File: src/hdl/rvs_pkg.sv
// rvs_pkg: shared constants, request codes and types for the reservoir violation sampler
// no dependencies
package rvs_pkg;
	localparam int NUM_CHECKS_DEF       = 16;
	localparam int SAMPLE_SLOTS_DEF     = 8;
	localparam int VALUES_PER_CHECK_DEF = 4;
	localparam int CFG_IDX_W            = 1;
	localparam int CFG_DATA_W           = 32;
	localparam logic [CFG_IDX_W-1:0] CFG_SLOTS_IN_USE = 1'd0;
	localparam logic [CFG_IDX_W-1:0] CFG_RNG_SEED     = 1'd1;

	localparam logic [1:0] REQ_REPORT = 2'd0;
	localparam logic [1:0] REQ_READ   = 2'd1;
	localparam logic [1:0] REQ_CLEAR  = 2'd2;

	typedef struct packed {
		logic [1:0]  req_type;
		logic        level;
		logic [3:0]  check_index;
		logic [31:0] point_id;
		logic [2:0]  slot_index;
		logic [31:0] value_a;
		logic [31:0] value_b;
		logic [31:0] value_c;
		logic [31:0] value_d;
	} req_t;

	typedef struct packed {
		logic        stored;
		logic [2:0]  stored_slot;
		logic [31:0] violation_count;
		logic        any_standard_failed;
		logic        any_critical_failed;
		logic        slot_valid;
		logic [31:0] read_point_id;
		logic [31:0] read_value_a;
		logic [31:0] read_value_b;
		logic [31:0] read_value_c;
		logic [31:0] read_value_d;
	} rsp_t;

	// controller -> datapath commands
	typedef struct packed {
		logic load_req;
		logic cnt_read;
		logic cnt_write;
		logic clear_all;
		logic rng_step;
		logic div_start;
		logic div_step;
		logic slot_write;
		logic slot_read;
		logic rsp_build;
	} cmd_t;

	// datapath -> controller status
	typedef struct packed {
		logic [1:0] req_type;
		logic       chk_ok;
		logic       need_draw;
		logic       div_done;
		logic       keep;
	} sts_t;

	function automatic logic [31:0] xorshift32(input logic [31:0] x);
		logic [31:0] y;
		y = x ^ (x << 13);
		y = y ^ (y >> 17);
		y = y ^ (y << 5);
		return y;
	endfunction
endpackage

File: src/hdl/rvs_ctrl.sv
// rvs_ctrl: sequencing state machine for the reservoir violation sampler
// depends on rvs_pkg
module rvs_ctrl (
	input  logic          clk,
	input  logic          arst_n,
	input  logic          in_valid,
	output logic          in_ready,
	output logic          out_valid,
	input  logic          out_ready,
	output rvs_pkg::cmd_t cmd,
	input  rvs_pkg::sts_t sts
);
	import rvs_pkg::*;

	localparam logic [2:0] S_IDLE  = 3'd0;
	localparam logic [2:0] S_CNT   = 3'd1;
	localparam logic [2:0] S_DEC   = 3'd2;
	localparam logic [2:0] S_DIV   = 3'd3;
	localparam logic [2:0] S_MEM   = 3'd4;
	localparam logic [2:0] S_RSP   = 3'd5;
	localparam logic [2:0] S_DRAWN = 3'd6;

	logic [2:0] state_q;
	logic       out_valid_q;

	// output register frees once taken
	assign out_valid = out_valid_q;
	assign in_ready  = (state_q == S_IDLE) && (!out_valid_q || out_ready);

	always_comb begin
		cmd = '0;
		unique case (state_q)
			S_IDLE:  cmd.load_req = in_valid && in_ready;
			S_CNT:   cmd.cnt_read = 1'b1;
			S_DEC: begin
				if (sts.req_type == REQ_CLEAR) cmd.clear_all = 1'b1;
				else if (sts.req_type == REQ_REPORT && sts.chk_ok) begin
					cmd.cnt_write = 1'b1;
					if (sts.need_draw) begin
						cmd.rng_step  = 1'b1;
						cmd.div_start = 1'b1;
					end
				end
			end
			S_DIV:   cmd.div_step = !sts.div_done;
			S_DRAWN: cmd.slot_write = sts.keep;
			S_MEM:   cmd.slot_read = 1'b1;
			S_RSP:   cmd.rsp_build = 1'b1;
			default: cmd = '0;
		endcase
	end

	// sequencing
	always_ff @(posedge clk or negedge arst_n) begin
		if (!arst_n) begin
			state_q     <= S_IDLE;
			out_valid_q <= 1'b0;
		end else begin
			if (out_valid_q && out_ready) out_valid_q <= 1'b0;
			unique case (state_q)
				S_IDLE:  if (in_valid && in_ready) state_q <= S_CNT;
				S_CNT:   state_q <= S_DEC;
				S_DEC: begin
					if (sts.req_type == REQ_REPORT && sts.chk_ok && sts.need_draw)
						state_q <= S_DIV;
					else if (sts.req_type == REQ_REPORT && sts.chk_ok)
						state_q <= S_DRAWN;
					else
						state_q <= S_MEM;
				end
				S_DIV:   if (sts.div_done) state_q <= S_DRAWN;
				S_DRAWN: state_q <= S_MEM;
				S_MEM:   state_q <= S_RSP;
				S_RSP: begin
					state_q     <= S_IDLE;
					out_valid_q <= 1'b1;
				end
				default: state_q <= S_IDLE;
			endcase
		end
	end
endmodule

File: config.mk
export PLATFORM = sky130hd
export DESIGN_NAME = rvs_ctrl
export DESIGN_NICKNAME = d
export VERILOG_FILES = /design/src/hdl/rvs_pkg.sv /design/src/hdl/rvs_ctrl.sv
export SDC_FILE = /design/constraint.sdc
export NUM_CORES = 1
export LEC_CHECK = 0
export BUFFER_PORTS_ARGS = -buffer_cell sky130_fd_sc_hd__buf_2
export CORE_AREA = 5 5 42 44
export DETAILED_ROUTE_END_ITERATION = 8
export DIE_AREA = 0 0 47 49
export HOLD_SLACK_MARGIN = 0.03
export PLACE_DENSITY = 0.55
export SYNTH_ARGS = -nofsm -noshare
export SYNTH_HDL_FRONTEND = slang
export SYNTH_SLANG_ARGS = --single-unit
export TNS_END_PERCENT = 100
File: constraint.sdc
create_clock -name clk -period 2.3 [get_ports clk]
set_input_delay 0.23 -clock clk [delete_from_list [all_inputs] [get_ports clk]]
set_output_delay 0.23 -clock clk [all_outputs]
set_load 0.05 [all_outputs]
Word level (Yosys, flattened, before mapping)
Index checks and enable logic that the tools add are counted.

operators by class
  eq/ne operators = 9
  reduce and logical (&&, ||, !) cells = 12
  multiplexer cells = 20

operator list
  cell                  number
  $pmux W3 S6           1
  $mux W1               11
  $eq A3 B3 Y1 const B  3
  $mux W3               3
  $mux W2               4
  $eq A3 B2 Y1 const B  2
  $logic_and A1 B1 Y1   5
  $mux W4               1
  $eq A3 B1 Y1 const B  1
  $logic_not A3 Y1      1
  $eq A2 B2 Y1 const B  1
  $logic_not A1 Y1      2
  $logic_not A2 Y1      1
  $ne A2 B1 Y1 const B  1
  $ne A2 B2 Y1 const B  1
  $reduce_and A2 Y1     1
  $reduce_bool A2 Y1    1
  $logic_or A1 B1 Y1    1

storage, ports and cells
  output and inout bits = 12
  register bits = 4
  word-level logic and storage cells = 43
  input port bits = 10

Depth between registers and ports, before layout
  depth in word-level cells = 6
  mapped depth = 4
  gate-level depth less buffers = 3

Worst setup path after synthesis
Ideal clock, no wire load.

  path kind = reg2reg
  start = register state_q[2]
  end = register state_q[0]
  cell stages (with the launch flop) = 4
  path slack = 0.438 ns
  setup time = 0.081 ns
  buffers on the path = 0
  period minus slack after synthesis = 1.862 ns
  data arrival time = 1.782 ns
  data required time = 2.219 ns
  cell sequence = dfrtp_1 nor4bb_2 a311oi_1 a21oi_1

between the ends
  cells in the longest elaborated chain, start to end = 5
  elaborated cells on any way between the ends = 12
  classes of those cells = eq/ne (7); mux (1); reduce/logical (4)

ends and longest elaborated chain
  item                         RTL line                        RTL
  start: declaration           rvs_ctrl.sv:23                  logic [2:0] state_q;
  start signal: assignment     rvs_ctrl.sv:56                  state_q <= S_IDLE;
  start signal: assignment     rvs_ctrl.sv:61                  S_IDLE: if (in_valid && in_ready) state_q <= S_CNT;
  start signal: assignment     rvs_ctrl.sv:62                  S_CNT: state_q <= S_DEC;
  $logic_not A3 Y1             rvs_ctrl.sv:28, rvs_ctrl.sv:60
  $logic_and A1 B1 Y1          rvs_ctrl.sv:28                  assign in_ready = (state_q == S_IDLE) && (!out_valid_q || out_ready);
  $logic_and A1 B1 Y1          rvs_ctrl.sv:61
  $ne A2 B1 Y1 (no line)       --
  $reduce_and A2 Y1 (no line)  --

Parallel ways exist; a longest one is shown, timed or not.
A chain may end at the register's enable or synchronous reset.

==> impl_results.md <==
- Fillers: ~180
- Endpoint required time on the critical path: 2.07 ns
- NumNets Final: 68
- Period minus WS final: between 1.5 and 2 ns
- Initial DRT Pass Iterations: 2
- Worst IR drop on VDD: ~0.00046 V
- Area share of the largest cell type after synthesis: roughly 33%
- Leakage dissipation: approximately 0.25 nW
- Power Dens Cells: roughly 1500 nW/um^2
- Antenna Nets Post-Route: 0
- Clock sink total: 4
- Hold Path Class: in -> reg
- Setup TNS: 0 ns
- Distinct cell type count of the synthesized netlist: 20
- Die Footprint: approximately 2300 um^2
- Total wire length: between 800 and 900 um
- Unrepaired setup endpoints after global routing: false
- Endpoint type of the worst setup path: output port
- Count of final max-slew check failures: 0
- DRC errors left: 0
- Instance count of the mapped netlist: 34
- Floorplan die width: approximately 47 um
- Reg clk slew, reported paths: around 0.04 ns
- Std-Cell Rows: 14
- Final-layout worst hold slack: 0.271 ns
- Largest net degree at the start of global routing: 11
- Dominant cells by area after synthesis: sky130_fd_sc_hd__dfrtp_1 33%, sky130_fd_sc_hd__nor4b_4 7.7%, sky130_fd_sc_hd__and2_1 6.1%
- Number of violations of the max-capacitance limit: 0
- Result of the run: finished clean
- Internal power: approximately 0.27 mW
- Net switching power figure: 0.368 mW
- Hold violation count in the final report: 0
- Largest driver fanout on the critical path: 9
- Post-detailed-route via-to-cell ratio: ~4.4
- Period Utilization, post-route: just under 80%
- CTS tree: done
- Sw frac: 57.3%
- Classification of the worst setup path: reg -> out
- Routed len/inst: 11.2 um
- Total routing usage reported by global routing: 7.75%
- Number of warnings reported in the yosys synthesis log: 0
- Setup repair bufs after CTS: 0
- Post-synthesis sequential area ratio: around a third
- Average footprint of a synthesized cell: between 9 and 10 um^2
- Depth of the CTS H-tree: 1
- Area added between synthesis and finish: 43.5%
- Netlist Area Pre-Place: roughly 310 um^2
- Post-synth net total: 44
- Clk Latency, worst-skew pair: 0.23 ns
- Yosys reg bits: 4
- Signal arrival time at the worst endpoint: between 1.5 and 2 ns
- Antenna violations before repair: 0
- Final Setup Violations: 0
- Clock tree root buffer cell: sky130_fd_sc_hd__clkbuf_4
- Chip height: roughly 49 um
- Share of cells above drive strength 1: a little under half
- Transition time at the pin with the least slew margin: 0.330 ns
- Core Box Area: between 1000 and 1500 um^2
- Clock group share of total power: 13.2%
- Io pins: 22
- Count of inserted antenna diode cells: 0
- Count of hold-fix buffers inserted at cts: 1
- Part of the power in combinational logic: 59.7%
- Via count of the first global-routing pass: 334
- Longest Clk Path Bufs: 2
- Max incr delay on CP: between 0.4 and 0.5 ns
- Global-route wire length before repair: between 1000 and 1500 um
- Worst setup SP type: flip-flop
- Buffers on Ports: 21
- Fin Clk Skew: around 0.0042 ns
- Final estimated routing congestion in global placement: 0.730
- Number of gates resized after CTS: 0
- Slowest library cell on the worst path: sky130_fd_sc_hd__dfrtp_1
- Ordered cell list for the critical path: nor4b_4, and3_1, buf_2
- DRT iter0 DRCs: 2
- Highest attainable clock frequency: 564 MHz
- Clock buffer count from CTS: 3
- Half-perimeter wire length after placement: 641 um
- Starting density of the core: about 22%
- Top cell type by total area after synthesis: sky130_fd_sc_hd__dfrtp_1
- Area of all placed cells without fillers: around 440 um^2
- Tightest slew margin relative to the limit: 78.0%
- Sequential share of power: 27.0%
- Total via count in the routed design: 320
- Total placed instance area: 409 um^2
- Total global routing overflow: 0
[cell usage after synthesis]
library cell                number
sky130_fd_sc_hd__nor2_1          3
sky130_fd_sc_hd__a21oi_1         2
sky130_fd_sc_hd__nor2b_1         1
sky130_fd_sc_hd__and2_1          3
sky130_fd_sc_hd__buf_6           1
sky130_fd_sc_hd__nand4b_1        1
sky130_fd_sc_hd__buf_4           1
sky130_fd_sc_hd__o21ai_0         2
sky130_fd_sc_hd__and4b_1         1
sky130_fd_sc_hd__nor4bb_2        1
sky130_fd_sc_hd__inv_1           1
sky130_fd_sc_hd__nand2_1         4
sky130_fd_sc_hd__nor4b_4         1
sky130_fd_sc_hd__nand4bb_1       1
sky130_fd_sc_hd__and3_1          2
sky130_fd_sc_hd__nand2b_1        2
sky130_fd_sc_hd__buf_2           1
sky130_fd_sc_hd__dfrtp_1         4
sky130_fd_sc_hd__nor3_1          1
sky130_fd_sc_hd__a311oi_1        1
[critical path: cells and delay by family, from the launching register on]
family	cells	cell delay, ns
flip-flops	1	0.47
AND/OR/NAND/NOR	2	0.57
buffers and inverters	1	0.26
[final timing paths]
path | from | endpoint | slack (ns) | cells after the start
hold / removal | in_valid | state_q[0]$_DFFE_PN0P_ | 0.27 | 3
min in group asynchronous | arst_n | state_q[2]$_DFFE_PN0P_ | 0.33 | 2
setup / recovery | state_q[2]$_DFFE_PN0P_ | cmd[5] | 0.53 | 3
hold reg to reg | out_valid$_DFFE_PN0P_ | out_valid$_DFFE_PN0P_ | 0.55 | 2
max in group asynchronous | arst_n | state_q[0]$_DFFE_PN0P_ | 1.85 | 2
setup reg to reg | state_q[0]$_DFFE_PN0P_ | state_q[0]$_DFFE_PN0P_ | 1.06 | 3
[power groups by stage]
stage          clock network (mW)  logic [mW]  registers (mW)
3_5_place_dp                    0       0.385           0.172
5_1_grt                    0.0955       0.412           0.182
3_3_place_gp                    0       0.382           0.170
2_1_floorplan                   0       0.325           0.162
4_1_cts                    0.0945       0.387           0.172
6_report                   0.0849       0.383           0.173
[state kept, by name, summed over array words and instances (netlist names)]
signal / flops
state_q: 3
out_valid: 1
[through the flow]
stage                     total power, mW  utilization (%)  instances  setup slack [ns]
after global placement              0.552             29.2         68             0.779
final                               0.641             31.5         72             0.528
after global routing                0.689             31.5         72             0.405
after floorplan                     0.487                -         34             0.438
after detailed placement            0.557             29.2         68             0.766
after CTS                           0.654             31.5         72             0.497
[placed cells by master, fill, tap and decap left out, types with 2 or more instances in the layout]
cell type / Yosys / layout
sky130_fd_sc_hd__a21oi_1: 2 / 2
sky130_fd_sc_hd__clkbuf_4: 0 / 3
sky130_fd_sc_hd__nand2b_1: 2 / 2
sky130_fd_sc_hd__nand2_1: 4 / 4
sky130_fd_sc_hd__and2_1: 3 / 3
sky130_fd_sc_hd__and3_1: 2 / 2
sky130_fd_sc_hd__nor2_1: 3 / 3
sky130_fd_sc_hd__o21ai_0: 2 / 2
sky130_fd_sc_hd__buf_2: 1 / 21
sky130_fd_sc_hd__dfrtp_1: 4 / 4
[final cells by class]
class                      count  area [um^2]  area share, %
tap                           16         20.0           4.53
timing repair buffer          22          115           26.1
sequential                     4          100           22.7
clock buffer                   3         22.5           5.10
inverter                       1         3.75          0.850
multi-input combinational     26          180           40.8
[cells by family after synthesis]
| group | share of synthesized area, % |
|---|---|
| simple gates | 49.2 |
| buf+inv | 8.94 |
| compound gates | 9.35 |
| flops | 32.5 |
[metal layers]
| layer | track usage (%) | vias to the layer above | routed length (um) |
|---|---|---|---|
| li1 | - | 166 | - |
| met1 | 9.69 | 133 | 371 |
| met2 | 9.95 | 19 | 320 |
| met3 | 2.58 | 2 | 100 |
| met4 | 6.91 | 0 | 12 |
| met5 | 0 | - | 0 |
Power figures use the tool's default switching activity.
